### src/rtl/alru_pkg.sv
`timescale 1ns / 1ps
// ----------------------------------------------------------------------------
// alru_pkg
// Shared types, register indexes and defaults for the aging page replacer.
// ----------------------------------------------------------------------------
package alru_pkg;

	// Default sizing
	localparam int FRAMES_DEF     = 8;
	localparam int PAGE_COUNT_DEF = 256;
	localparam int AGE_WIDTH_DEF  = 8;

	// Configuration register indexes
	localparam logic [2:0] CFG_FRAMES_IN_USE   = 3'd0;
	localparam logic [2:0] CFG_SHIFT_PERIOD    = 3'd1;
	localparam logic [2:0] CFG_HIT_COST        = 3'd2;
	localparam logic [2:0] CFG_MISS_EXTRA_COST = 3'd3;
	localparam logic [2:0] CFG_AGE_BITS        = 3'd4;

	// Configuration reset values
	localparam logic [3:0]  FRAMES_IN_USE_RST   = 4'd4;
	localparam logic [15:0] SHIFT_PERIOD_RST    = 16'd9;
	localparam logic [7:0]  HIT_COST_RST        = 8'd1;
	localparam logic [7:0]  MISS_EXTRA_COST_RST = 8'd3;
	localparam logic [3:0]  AGE_BITS_RST        = 4'd5;

	typedef struct packed {
		logic [7:0] page_number;
		logic       run_end;
	} item_t;

	typedef struct packed {
		logic        page_fault;
		logic [2:0]  frame;
		logic        evicted;
		logic [7:0]  evicted_page;
		logic [31:0] fault_total;
		logic        last_result;
	} result_t;

	typedef enum logic [1:0] {
		ST_CLEAR,
		ST_IDLE,
		ST_LOOK,
		ST_EVICT
	} state_t;

endpackage

### src/rtl/alru_ram.sv
`timescale 1ns / 1ps
// ----------------------------------------------------------------------------
// alru_ram
// Generic simple dual-port RAM, one write and one registered read port.
// ----------------------------------------------------------------------------
module alru_ram #(
	parameter int WIDTH = 8,
	parameter int DEPTH = 8
) (
	input  logic                                       clk,
	input  logic                                       we,
	input  logic [((DEPTH > 1) ? $clog2(DEPTH) : 1)-1:0] waddr,
	input  logic [WIDTH-1:0]                           wdata,
	input  logic                                       re,
	input  logic [((DEPTH > 1) ? $clog2(DEPTH) : 1)-1:0] raddr,
	output logic [WIDTH-1:0]                           rdata
);

	logic [WIDTH-1:0] mem_q [DEPTH];

	always_ff @(posedge clk) begin
		if (we) begin
			mem_q[waddr] <= wdata;
		end
		if (re) begin
			rdata <= mem_q[raddr];
		end
	end

endmodule

### src/rtl/alru_victim.sv
`timescale 1ns / 1ps
// ----------------------------------------------------------------------------
// alru_victim
// Picks the frame with the smallest age below the frame cap, lowest index on ties.
// ----------------------------------------------------------------------------
module alru_victim
	import alru_pkg::*;
#(
	parameter int FRAMES    = FRAMES_DEF,
	parameter int AGE_WIDTH = AGE_WIDTH_DEF
) (
	input  logic [AGE_WIDTH-1:0]                        age [FRAMES],
	input  logic [$clog2(FRAMES + 1)-1:0]               cap,
	output logic [((FRAMES > 1) ? $clog2(FRAMES) : 1)-1:0] victim
);

	localparam int FW = (FRAMES > 1) ? $clog2(FRAMES) : 1;
	localparam int CW = $clog2(FRAMES + 1);

	logic [FRAMES-1:0] is_min;

	// pairwise compare: frame i is a minimum if no active frame is smaller
	always_comb begin
		for (int i = 0; i < FRAMES; i++) begin
			is_min[i] = (CW'(i) < cap);
			for (int j = 0; j < FRAMES; j++) begin
				if ((CW'(j) < cap) && (age[j] < age[i])) begin
					is_min[i] = 1'b0;
				end
			end
		end
	end

	always_comb begin
		victim = '0;
		for (int i = FRAMES - 1; i >= 0; i--) begin
			if (is_min[i]) begin
				victim = FW'(i);
			end
		end
	end

endmodule

### src/rtl/aging_lru_page_replacement_core.sv
`timescale 1ns / 1ps
// ----------------------------------------------------------------------------
// aging_lru_page_replacement_core
// Aging (approximate LRU) page replacement over a page map held in RAM.
// ----------------------------------------------------------------------------
//
// Channel   Signals                          Transfer when
// -------   ------------------------------   ---------------------------
// request   start, busy, item                start && !busy
// result    done, result                     done (one cycle, no stall)
// config    cfg_valid, cfg_ready,            cfg_valid && cfg_ready
//           cfg_index, cfg_data
//
// Steps: the look state takes the registered page-map RAM read; a hit ends
// there, while a miss goes on to the evict state, which takes the victim
// frame's old page from the frame map and invalidates it in the page map.
// Reset: after arst_n releases, busy stays high while the page map is swept
// to invalid. Config writes are taken at any time.
// Stalls: the receiver cannot stall; done is a single-cycle strobe and the
// next start can be taken in the same cycle that done is shown.
//
module aging_lru_page_replacement_core
	import alru_pkg::*;
#(
	parameter int FRAMES     = FRAMES_DEF,
	parameter int PAGE_COUNT = PAGE_COUNT_DEF,
	parameter int AGE_WIDTH  = AGE_WIDTH_DEF
) (
	input  logic        clk,
	input  logic        arst_n,
	input  logic        start,
	output logic        busy,
	input  item_t       item,
	output logic        done,
	output result_t     result,
	input  logic        cfg_valid,
	output logic        cfg_ready,
	input  logic [2:0]  cfg_index,
	input  logic [15:0] cfg_data
);

	localparam int FW = (FRAMES > 1) ? $clog2(FRAMES) : 1;  // frame index
	localparam int CW = $clog2(FRAMES + 1);                 // frame count
	localparam int PW = $clog2(PAGE_COUNT);                 // page index

	// ------------------------------------------------------------------
	// Config registers
	// ------------------------------------------------------------------
	logic [3:0]  frames_in_use_q;
	logic [15:0] shift_period_q;
	logic [7:0]  hit_cost_q;
	logic [7:0]  miss_extra_cost_q;
	logic [3:0]  age_bits_q;

	assign cfg_ready = 1'b1;

	always_ff @(posedge clk or negedge arst_n) begin
		if (!arst_n) begin
			frames_in_use_q   <= FRAMES_IN_USE_RST;
			shift_period_q    <= SHIFT_PERIOD_RST;
			hit_cost_q        <= HIT_COST_RST;
			miss_extra_cost_q <= MISS_EXTRA_COST_RST;
			age_bits_q        <= AGE_BITS_RST;
		end else if (cfg_valid && cfg_ready) begin
			unique case (cfg_index)
				CFG_FRAMES_IN_USE:   frames_in_use_q   <= cfg_data[3:0];
				CFG_SHIFT_PERIOD:    shift_period_q    <= cfg_data;
				CFG_HIT_COST:        hit_cost_q        <= cfg_data[7:0];
				CFG_MISS_EXTRA_COST: miss_extra_cost_q <= cfg_data[7:0];
				CFG_AGE_BITS:        age_bits_q        <= cfg_data[3:0];
				default: ;  // unmapped index, dropped
			endcase
		end
	end

	// clamp frame cap to 1..FRAMES and age width to 1..AGE_WIDTH
	logic [CW-1:0]        cap;
	logic [5:0]           age_top;
	logic [AGE_WIDTH-1:0] age_mark;

	always_comb begin
		if (frames_in_use_q == '0) begin
			cap = CW'(1);
		end else if (32'(frames_in_use_q) > FRAMES) begin
			cap = CW'(FRAMES);
		end else begin
			cap = CW'(frames_in_use_q);
		end
		if (age_bits_q == '0) begin
			age_top = 6'd0;
		end else if (32'(age_bits_q) > AGE_WIDTH) begin
			age_top = 6'(AGE_WIDTH - 1);
		end else begin
			age_top = 6'(age_bits_q) - 6'd1;
		end
		age_mark = AGE_WIDTH'(1) << age_top;
	end

	// ------------------------------------------------------------------
	// Page number reduction: constant table, page mod PAGE_COUNT
	// ------------------------------------------------------------------
	logic [PW-1:0] page_lut [256];

	for (genvar g = 0; g < 256; g++) begin : g_lut
		assign page_lut[g] = PW'(g % PAGE_COUNT);
	end

	// ------------------------------------------------------------------
	// Sequencer
	// ------------------------------------------------------------------
	state_t state_q, state_d;
	logic   accept;
	logic   clr_last;
	logic   pm_hit;

	assign busy   = (state_q != ST_IDLE);
	assign accept = start && !busy;

	always_ff @(posedge clk or negedge arst_n) begin
		if (!arst_n) begin
			state_q <= ST_CLEAR;
		end else begin
			state_q <= state_d;
		end
	end

	always_comb begin
		state_d = state_q;
		unique case (state_q)
			ST_CLEAR: begin
				if (clr_last) begin
					state_d = ST_IDLE;
				end
			end
			ST_IDLE: begin
				if (start) begin
					state_d = ST_LOOK;
				end
			end
			ST_LOOK: begin
				state_d = pm_hit ? ST_IDLE : ST_EVICT;
			end
			ST_EVICT: begin
				state_d = ST_IDLE;
			end
			default: state_d = ST_IDLE;
		endcase
	end

	// ------------------------------------------------------------------
	// Memories: page map {valid, frame} and frame-to-page map
	// ------------------------------------------------------------------
	logic          pm_we;
	logic [PW-1:0] pm_waddr;
	logic [FW:0]   pm_wdata;
	logic [FW:0]   pm_rdata;
	logic [PW-1:0] fpm_rdata;
	logic [FW-1:0] victim;

	logic [PW-1:0]   clr_addr_q;
	logic [PW-1:0]   page_q;
	logic            run_end_q;
	logic [FW-1:0]   frame_q;
	logic            evict_q;

	assign clr_last = (clr_addr_q == PW'(PAGE_COUNT - 1));

	alru_ram #(
		.WIDTH (FW + 1),
		.DEPTH (PAGE_COUNT)
	) u_page_map (
		.clk   (clk),
		.we    (pm_we),
		.waddr (pm_waddr),
		.wdata (pm_wdata),
		.re    (accept),
		.raddr (page_lut[item.page_number]),
		.rdata (pm_rdata)
	);

	// victim's old page is read in the look cycle, new page written on evict
	alru_ram #(
		.WIDTH (PW),
		.DEPTH (FRAMES)
	) u_frame_map (
		.clk   (clk),
		.we    (state_q == ST_EVICT),
		.waddr (frame_q),
		.wdata (page_q),
		.re    (state_q == ST_LOOK),
		.raddr (victim),
		.rdata (fpm_rdata)
	);

	// ------------------------------------------------------------------
	// Look cycle: hit/miss, frame choice, time cost
	// ------------------------------------------------------------------
	logic [AGE_WIDTH-1:0] age_q [FRAMES];
	logic [CW-1:0]        filled_q;
	logic [31:0]          elapsed_q;
	logic [31:0]          fault_q;

	logic          use_free;
	logic [FW-1:0] look_frame;
	logic          look_evict;
	logic [8:0]    cost;
	logic [32:0]   el_sum;
	logic [31:0]   el_next;
	logic [32:0]   fault_sum;

	alru_victim #(
		.FRAMES    (FRAMES),
		.AGE_WIDTH (AGE_WIDTH)
	) u_victim (
		.age    (age_q),
		.cap    (cap),
		.victim (victim)
	);

	assign pm_hit     = pm_rdata[FW];
	assign use_free   = (filled_q < cap);
	assign look_evict = !pm_hit && !use_free;

	always_comb begin
		if (pm_hit) begin
			look_frame = pm_rdata[FW-1:0];
		end else if (use_free) begin
			look_frame = FW'(filled_q);
		end else begin
			look_frame = victim;
		end
		cost      = pm_hit ? {1'b0, hit_cost_q}
		                   : ({1'b0, hit_cost_q} + {1'b0, miss_extra_cost_q});
		el_sum    = {1'b0, elapsed_q} + 33'(cost);
		el_next   = el_sum[32] ? '1 : el_sum[31:0];
		fault_sum = {1'b0, fault_q} + 33'd1;
	end

	// page map write port: clear sweep, new mapping on miss, invalidate on evict
	always_comb begin
		pm_we    = 1'b0;
		pm_waddr = clr_addr_q;
		pm_wdata = '0;
		unique case (state_q)
			ST_CLEAR: begin
				pm_we = 1'b1;
			end
			ST_LOOK: begin
				pm_we    = !pm_hit;
				pm_waddr = page_q;
				pm_wdata = {1'b1, look_frame};
			end
			ST_EVICT: begin
				pm_we    = evict_q;
				pm_waddr = fpm_rdata;
			end
			default: ;
		endcase
	end

	// ------------------------------------------------------------------
	// Control state
	// ------------------------------------------------------------------
	always_ff @(posedge clk or negedge arst_n) begin
		if (!arst_n) begin
			clr_addr_q <= '0;
			filled_q   <= '0;
			elapsed_q  <= '0;
			fault_q    <= '0;
			done       <= 1'b0;
			for (int i = 0; i < FRAMES; i++) begin
				age_q[i] <= '0;
			end
		end else begin
			done <= ((state_q == ST_LOOK) && pm_hit) || (state_q == ST_EVICT);
			if (state_q == ST_CLEAR) begin
				clr_addr_q <= clr_addr_q + PW'(1);
			end
			// aging shift comes before the lookup; do it on the accept edge
			if (accept && (elapsed_q >= 32'(shift_period_q))) begin
				elapsed_q <= elapsed_q - 32'(shift_period_q);
				for (int i = 0; i < FRAMES; i++) begin
					age_q[i] <= age_q[i] >> 1;
				end
			end
			if (state_q == ST_LOOK) begin
				elapsed_q <= el_next;
				for (int i = 0; i < FRAMES; i++) begin
					if (look_frame == FW'(i)) begin
						age_q[i] <= age_q[i] | age_mark;
					end
				end
				if (!pm_hit) begin
					fault_q <= fault_sum[32] ? '1 : fault_sum[31:0];
					if (use_free) begin
						filled_q <= filled_q + CW'(1);
					end
				end
			end
		end
	end

	// ------------------------------------------------------------------
	// Payload
	// ------------------------------------------------------------------
	always_ff @(posedge clk) begin
		if (accept) begin
			page_q    <= page_lut[item.page_number];
			run_end_q <= item.run_end;
		end
		if (state_q == ST_LOOK) begin
			frame_q <= look_frame;
			evict_q <= look_evict;
			result.page_fault   <= 1'b0;
			result.frame        <= 3'(look_frame);
			result.evicted      <= 1'b0;
			result.evicted_page <= '0;
			result.fault_total  <= fault_q;
			result.last_result  <= run_end_q;
		end
		if (state_q == ST_EVICT) begin
			result.page_fault   <= 1'b1;
			result.frame        <= 3'(frame_q);
			result.evicted      <= evict_q;
			result.evicted_page <= evict_q ? 8'(fpm_rdata) : 8'd0;
			result.fault_total  <= fault_q;
			result.last_result  <= run_end_q;
		end
	end

	// ------------------------------------------------------------------
	// Assertions
	// ------------------------------------------------------------------
	a_done_src: assert property (@(posedge clk) disable iff (!arst_n)
		done |-> ($past(state_q) == ST_LOOK || $past(state_q) == ST_EVICT))
		else $error("result strobe without a finished lookup");

	a_evict_fault: assert property (@(posedge clk) disable iff (!arst_n)
		done && result.evicted |-> result.page_fault)
		else $error("eviction reported on a hit");

	a_hit_filled: assert property (@(posedge clk) disable iff (!arst_n)
		(state_q == ST_LOOK) && pm_hit |-> (CW'(pm_rdata[FW-1:0]) < filled_q))
		else $error("hit maps to a frame never filled");

	a_evict_other: assert property (@(posedge clk) disable iff (!arst_n)
		(state_q == ST_EVICT) && evict_q |-> (fpm_rdata != page_q))
		else $error("evicting the page being loaded");

	a_filled_max: assert property (@(posedge clk) disable iff (!arst_n)
		(state_q == ST_LOOK) && !pm_hit && use_free |=> (filled_q <= CW'(FRAMES)))
		else $error("fill count past frame total");

endmodule
### config.mk
export PLATFORM = sky130hd
export DESIGN_NAME = aging_lru_page_replacement_core
export DESIGN_NICKNAME = d
export VERILOG_FILES = /design/src/rtl/alru_pkg.sv /design/src/rtl/alru_ram.sv /design/src/rtl/alru_victim.sv /design/src/rtl/aging_lru_page_replacement_core.sv
export SDC_FILE = /design/constraint.sdc
export NUM_CORES = 2
export LEC_CHECK = 0
export BUFFER_PORTS_ARGS = -buffer_cell sky130_fd_sc_hd__buf_4
export CAP_MARGIN = 20
export CORE_MARGIN = 3
export CORE_UTILIZATION = 59
export CTS_CLUSTER_DIAMETER = 150
export DETAILED_ROUTE_END_ITERATION = 16
export PLACE_DENSITY = 0.84
export SYNTH_ARGS = -nofsm -noshare
export SYNTH_HDL_FRONTEND = slang
export SYNTH_SLANG_ARGS = --single-unit
### constraint.sdc
create_clock -name clk -period 26.6 [get_ports clk]
set_clock_uncertainty 0.1 [all_clocks]
set_input_delay 5.32 -clock clk [delete_from_list [all_inputs] [get_ports clk]]
set_output_delay 5.32 -clock clk [all_outputs]
set_load 0.005 [all_outputs]
Word level (Yosys, flattened, before mapping)
Memory sizes are Yosys's and may differ from the RTL's. A register that Yosys moved wholly into a read port is not among the register bits. Cells that the tools add are included.

Bitwise operators: 10. Shifts and indexed selects: 1. $lt $le $gt $ge: 77. Add/sub/neg operators: 7. Reductions and logical operators: 87. Eq/ne operators: 18. Mux-type cells: 109.

Operators by type and width (count): < comparator 8 bit (64); two-way mux 32 bit (4); two-way mux 64 bit (2); two-way mux 45 bit (2); two-way mux 8 bit (11); logical AND 1 bit (68); two-way mux 1 bit (68); bitwise OR 8 bit (8); adder 32 x 1 -> 33 bit, second input constant (1); adder 32 x 9 -> 33 bit (1); greater-or-equal comparator 32 x 16 -> 1 bit (1); subtractor 32 x 16 -> 32 bit (1); two-way mux 3 bit (10); < comparator 3 x 4 -> 1 bit, first input constant (4); one-hot mux 8 bit (2 select lines) (1); == test 3 bit, second input constant (5); AND reduction 2 bit (7); == test 3 x 2 -> 1 bit, second input constant (4); two-way mux 4 bit (3); two-way mux 6 bit (2); adder 8 x 8 -> 9 bit (1); greater-or-equal comparator 9 bit, second input constant (1); two-way mux 9 bit (1); inverter 8 -> 9 bit (1); other kinds (25) (38).

Input bits: 32. RAM bits: 1088. Register bits: 242. Bits in read-only memories: 2048. Memories kept: 3. Output and inout bits: 49. Logic and storage cells: 341.

Memories: (name not given) (words 256, width 8, read ports 1, clocked after Yosys merged registers in 0, wr ports 0, RTL line aging_lru_page_replacement_core.sv:308) `page_q <= page_lut[item.page_number];`; u_page_map.mem_q (words 256, width 4, read ports 1, clocked after Yosys merged registers in 1, wr ports 1, RTL line alru_ram.sv:19) `logic [WIDTH-1:0] mem_q [DEPTH];`; u_frame_map.mem_q (words 8, width 8, read ports 1, clocked after Yosys merged registers in 1, wr ports 1, RTL line alru_ram.sv:19).

Longest topological paths before layout
Depth after elaboration: 26. Mapped depth: 18. Mapped depth without buffers: 18.

By module
From an unflattened synthesis, not the netlist that was laid out.

Cells, all modules: 4084. Area, all modules: 62055.8 µm².

Modules (own cells, without submodules): alru_ram at u_page_map (seq. area each 30869.6 µm², instances 1, area each 40715.3 µm², cells an instance 2051); aging_lru_page_replacement_core (seq. area each 6351.1 µm², instances 1, area each 13155.1 µm², cells an instance 1238); alru_victim (seq. area each 0.0 µm², instances 1, area each 5413.9 µm², cells an instance 681); alru_ram at u_frame_map (seq. area each 2162.1 µm², instances 1, area each 2771.4 µm², cells an instance 114).

Worst setup path after synthesis
OpenSTA, ideal clock, no wires.

Path kind: register to register. From: register state_q[0]. To: memory u_page_map.mem_q[0][0] (netlist bit), data pin. Setup slack: 13569 ps. Buffers on the path: 2. Data arrival time: 11538 ps. Cell stages (with the launch flop): 7. Required time: 25107 ps. Setup time: 1393 ps. Cells stage by stage: dfrtp_1 -> inv_1 -> ha_1 -> inv_2 -> clkbuf_1 -> clkbuf_1 -> nor2_1.

Word-level cells in the longest chain between the ends: 2.

RTL lines: from (decl) (RTL line aging_lru_page_replacement_core.sv:111) `state_t state_q, state_d;`; from (signal assigned) (RTL line aging_lru_page_replacement_core.sv:123) `state_q <= state_d;`; == test 2 bit (RTL line aging_lru_page_replacement_core.sv:244) `unique case (state_q)`; two-way mux 4 bit (RTL line aging_lru_page_replacement_core.sv:244); net pm_wdata[0] (RTL line aging_lru_page_replacement_core.sv:155) `logic [FW:0] pm_wdata;`; to (decl) (RTL line alru_ram.sv:19).

The timed path passes the listed nets, and every way through them passes these cells.

Worst setup path in the final report
From: input port item[2] (netlist bit). To: register u_page_map.rdata[1], read port of u_page_map.mem_q, data pin.

Word-level cells in the longest chain between the ends: 4.

RTL lines: from (decl) (RTL line aging_lru_page_replacement_core.sv:33) `input item_t item,`; inverter 8 -> 9 bit (not written as such) (RTL line aging_lru_page_replacement_core.sv:177) `.raddr (page_lut[item.page_number]),`; memory read (256 x 8 bit); two-way mux 8 bit (2 in series); to (decl) (RTL line alru_ram.sv:16) `output logic [WIDTH-1:0] rdata`.

No other way between the ends. The select of a mux whose other input is x is not followed. A chain may end at the register's enable or synchronous reset.

==> flow_summary.json <==
{
  "status": "finished, final reports clean",
  "synth_flop_cell": "edfxtp_1",
  "ys_warn_count": 0,
  "setup_viol": 0,
  "synth_cell_types": 83,
  "initialDrtViolationCount": 5051,
  "fin_area_um2": 67600,
  "worst_pin_slew_ns": 1.50,
  "synthTopCellsByCount": "edfxtp_1, nor2_1, mux4_2",
  "crit_required_ns": 26.98,
  "synth_xor_xnor_area_share_pct": 1.09,
  "yosysSeqAreaShare_pct": 64.6,
  "grt_usage_pct": 31.0,
  "dp_hpwl_um": 99400,
  "die_w_um": 327,
  "ir_drop_mv": 0.0710,
  "critPathSlowestCell": "buf_4",
  "cts_root_buf": "clkbuf_16",
  "path_max_fanout": 123,
  "p_comb_share_pct": 29.7,
  "crit_top_cell": "mux4_2",
  "io_buffers": 79,
  "period_needed_ns": 8.94,
  "worstPathCellList": "buf_8 > buf_4 > mux4_2 > mux4_2 > mux4_2 > mux4_2",
  "synth_edf_count": 1158,
  "path_clk_slew_ns": 0.06,
  "rsz0062_at_grt": "no",
  "core_um2": 102000,
  "dpl_worst_slack_ns": 17.00,
  "grt_max_degree": 257,
  "vias": 37000,
  "drt_first_pass_iters": 6,
  "synthAdderAreaFrac_pct": 5.60,
  "wirelength_um": 166000,
  "max_freq_mhz": 112,
  "slew_headroom_pct": 0.0110,
  "area_delta_synth_final_pct": 11.0,
  "synthSimpleGateAreaFrac_pct": 6.89,
  "wire_per_inst_um": 30.8,
  "grt_antenna_before_repair": 3,
  "drive_gt1_share_pct": 18.7,
  "slew_viol_final": 0,
  "grt_pass1_wl_um": 245000,
  "final_core_util_pct": 66.2,
  "swShare_pct": 34.0,
  "cp_num_cells": 6,
  "switching_power_mw": 2.23,
  "rows": 117,
  "hold_class": "flop to flop",
  "io_pins": 81,
  "nNetsFinal": 4211,
  "synth_top_family_by_area": "multiplexers",
  "placed_area_um2": 63000,
  "start_util_pct": 59.7,
  "htree_levels": 4,
  "netlist_area_um2": 61000,
  "clk_latency_ns": 0.75,
  "crit_buf_inv": 2,
  "gp_congestion": 0.960,
  "hold_depth": 0,
  "overflow": 0,
  "end_kind": "flop",
  "synth_mux_area_share_pct": 14.7,
  "clkPwrFrac_pct": 29.3,
  "synthCells": 3808,
  "critPathMaxStageDelay_ns": 0.95,
  "power_density_nw_per_um2": 97.2,
  "ys_ff_latch": 1342,
  "die_y_um": 327,
  "async_flop_share_pct": 13.6,
  "via_per_inst": 6.88,
  "drc": 0,
  "cts_sinks": 1342,
  "dieArea_um2": 107000,
  "post_cts_buffers": 0,
  "cts_buffers": 134,
  "arrival_ns": 9.32,
  "n_antenna_cell": 0,
  "power.leakage_nw": 23.4,
  "cts_tree": "built",
  "synth_nets": 4111,
  "ant_nets": 0,
  "first_global_vias": 37000,
  "yosysMostFrequentCell": "edfxtp_1",
  "final-hold-violation-count": 0,
  "critical_path_class": "input pin to flop",
  "max_cap_viol_count": 0,
  "cts-resized-gates": 0,
  "power_mw": 6.58,
  "cell_internal_pwr_mw": 4.34,
  "critPathLaunchType": "input pin",
  "yosys.area.top_type": "edfxtp_1",
  "fin_ws_ns": 17.66,
  "fin_tns_setup_ns": 0,
  "seqPwrFrac_pct": 41.0,
  "critical_path.top_delay_family": "multiplexers",
  "synth_top_area_share_pct": 57.1,
  "synth.avg_cell_area_um2": 16.0,
  "reg2reg_depth": 15,
  "ctsHoldBuffers": 0,
  "cts_buffer_depth": 3,
  "synth_compound_area_share_pct": 5.29,
  "fin_crit_sh_pct": 33.6,
  "synth_area_leaders": "edfxtp_1, mux4_2, dfrtp_1"
}
[final cells by class]
class | instances | area, µm²
Clock buffer | 172 | 3610
Clock inverter | 70 | 813
Fill cell | 6629 | 34600
Inverter | 118 | 445
Multi-Input combinational cell | 2186 | 20500
Sequential cell | 1342 | 39400
Tap cell | 1368 | 1710
Timing Repair Buffer | 126 | 1120
[metrics by stage]
step | instances | hold slack (ns)
2_1_floorplan | 3808 | 0.300
3_3_place_gp | 5130 | 0.307
3_5_place_dp | 5131 | 0.312
4_1_cts | 5373 | 0.331
5_1_grt | 5382 | 0.353
6_report | 5382 | 0.328
[cells by family after synthesis]
| kind of cell | Yosys count |
|---|---|
| flip-flops | 1342 |
| AND/OR/NAND/NOR | 884 |
| AO/OA/AOI/OAI | 488 |
| multiplexers | 466 |
| buffers and inverters | 280 |
| adder cells (fa/ha/maj) | 271 |
| XOR/XNOR | 76 |
| other | 1 |
[metal layers]
layer  track usage [%]  vias to the layer above  share of wire [%]
met3              7.03                      530                 11
li1                  -                    15200                  -
met5                 0                        -              0.021
met1              40.2                    18600                 35
met4              15.7                        6                5.4
met2              49.7                     2622                 49
[power by group through the flow]
stage | clock network (mW) | registers [mW] | logic [mW]
global route | 2.02 | 2.71 | 2.13
floorplan | 0 | 2.66 | 1.34
global placement | 0 | 2.72 | 1.78
CTS | 1.94 | 2.69 | 1.90
detailed placement | 0 | 2.73 | 1.87
finish | 1.93 | 2.70 | 1.95
[layout by cell type, fill, tap and decap left out, types with 84 or more instances in the layout]
master	count
a21oi_1	136
buf_4	111
clkbuf_16	139
dfrtp_1	175
edfxtp_1	1158
ha_1	267
inv_1	112
mux2i_1	84
mux4_2	340
nand2_1	188
nor2_1	362
o21ai_0	93
[flip-flops by register name, indices dropped and copies added, names as in the netlist, 16 cells and up]
name / count
age_q: 64
elapsed_q: 32
u_frame_map.mem_q: 64
fault_q: 32
result: 46
u_page_map.mem_q: 1024
shift_period_q: 16
[worst paths after layout]
check	startpoint	slack (ns)	endpoint
max in group asynchronous	arst_n	20.45	fault_q[6]
worst max register to register	age_q[30]	20.06	u_page_map.mem_q[189][2]
worst max-delay path	item[2]	17.66	u_page_map.rdata[1]
worst min register to register	run_end_q	0.33	result[0]
worst min-delay path	run_end_q	0.33	result[0]
min in group asynchronous	arst_n	4.58	age_q[60]
No activity file was read; power rests on OpenSTA's default activity.
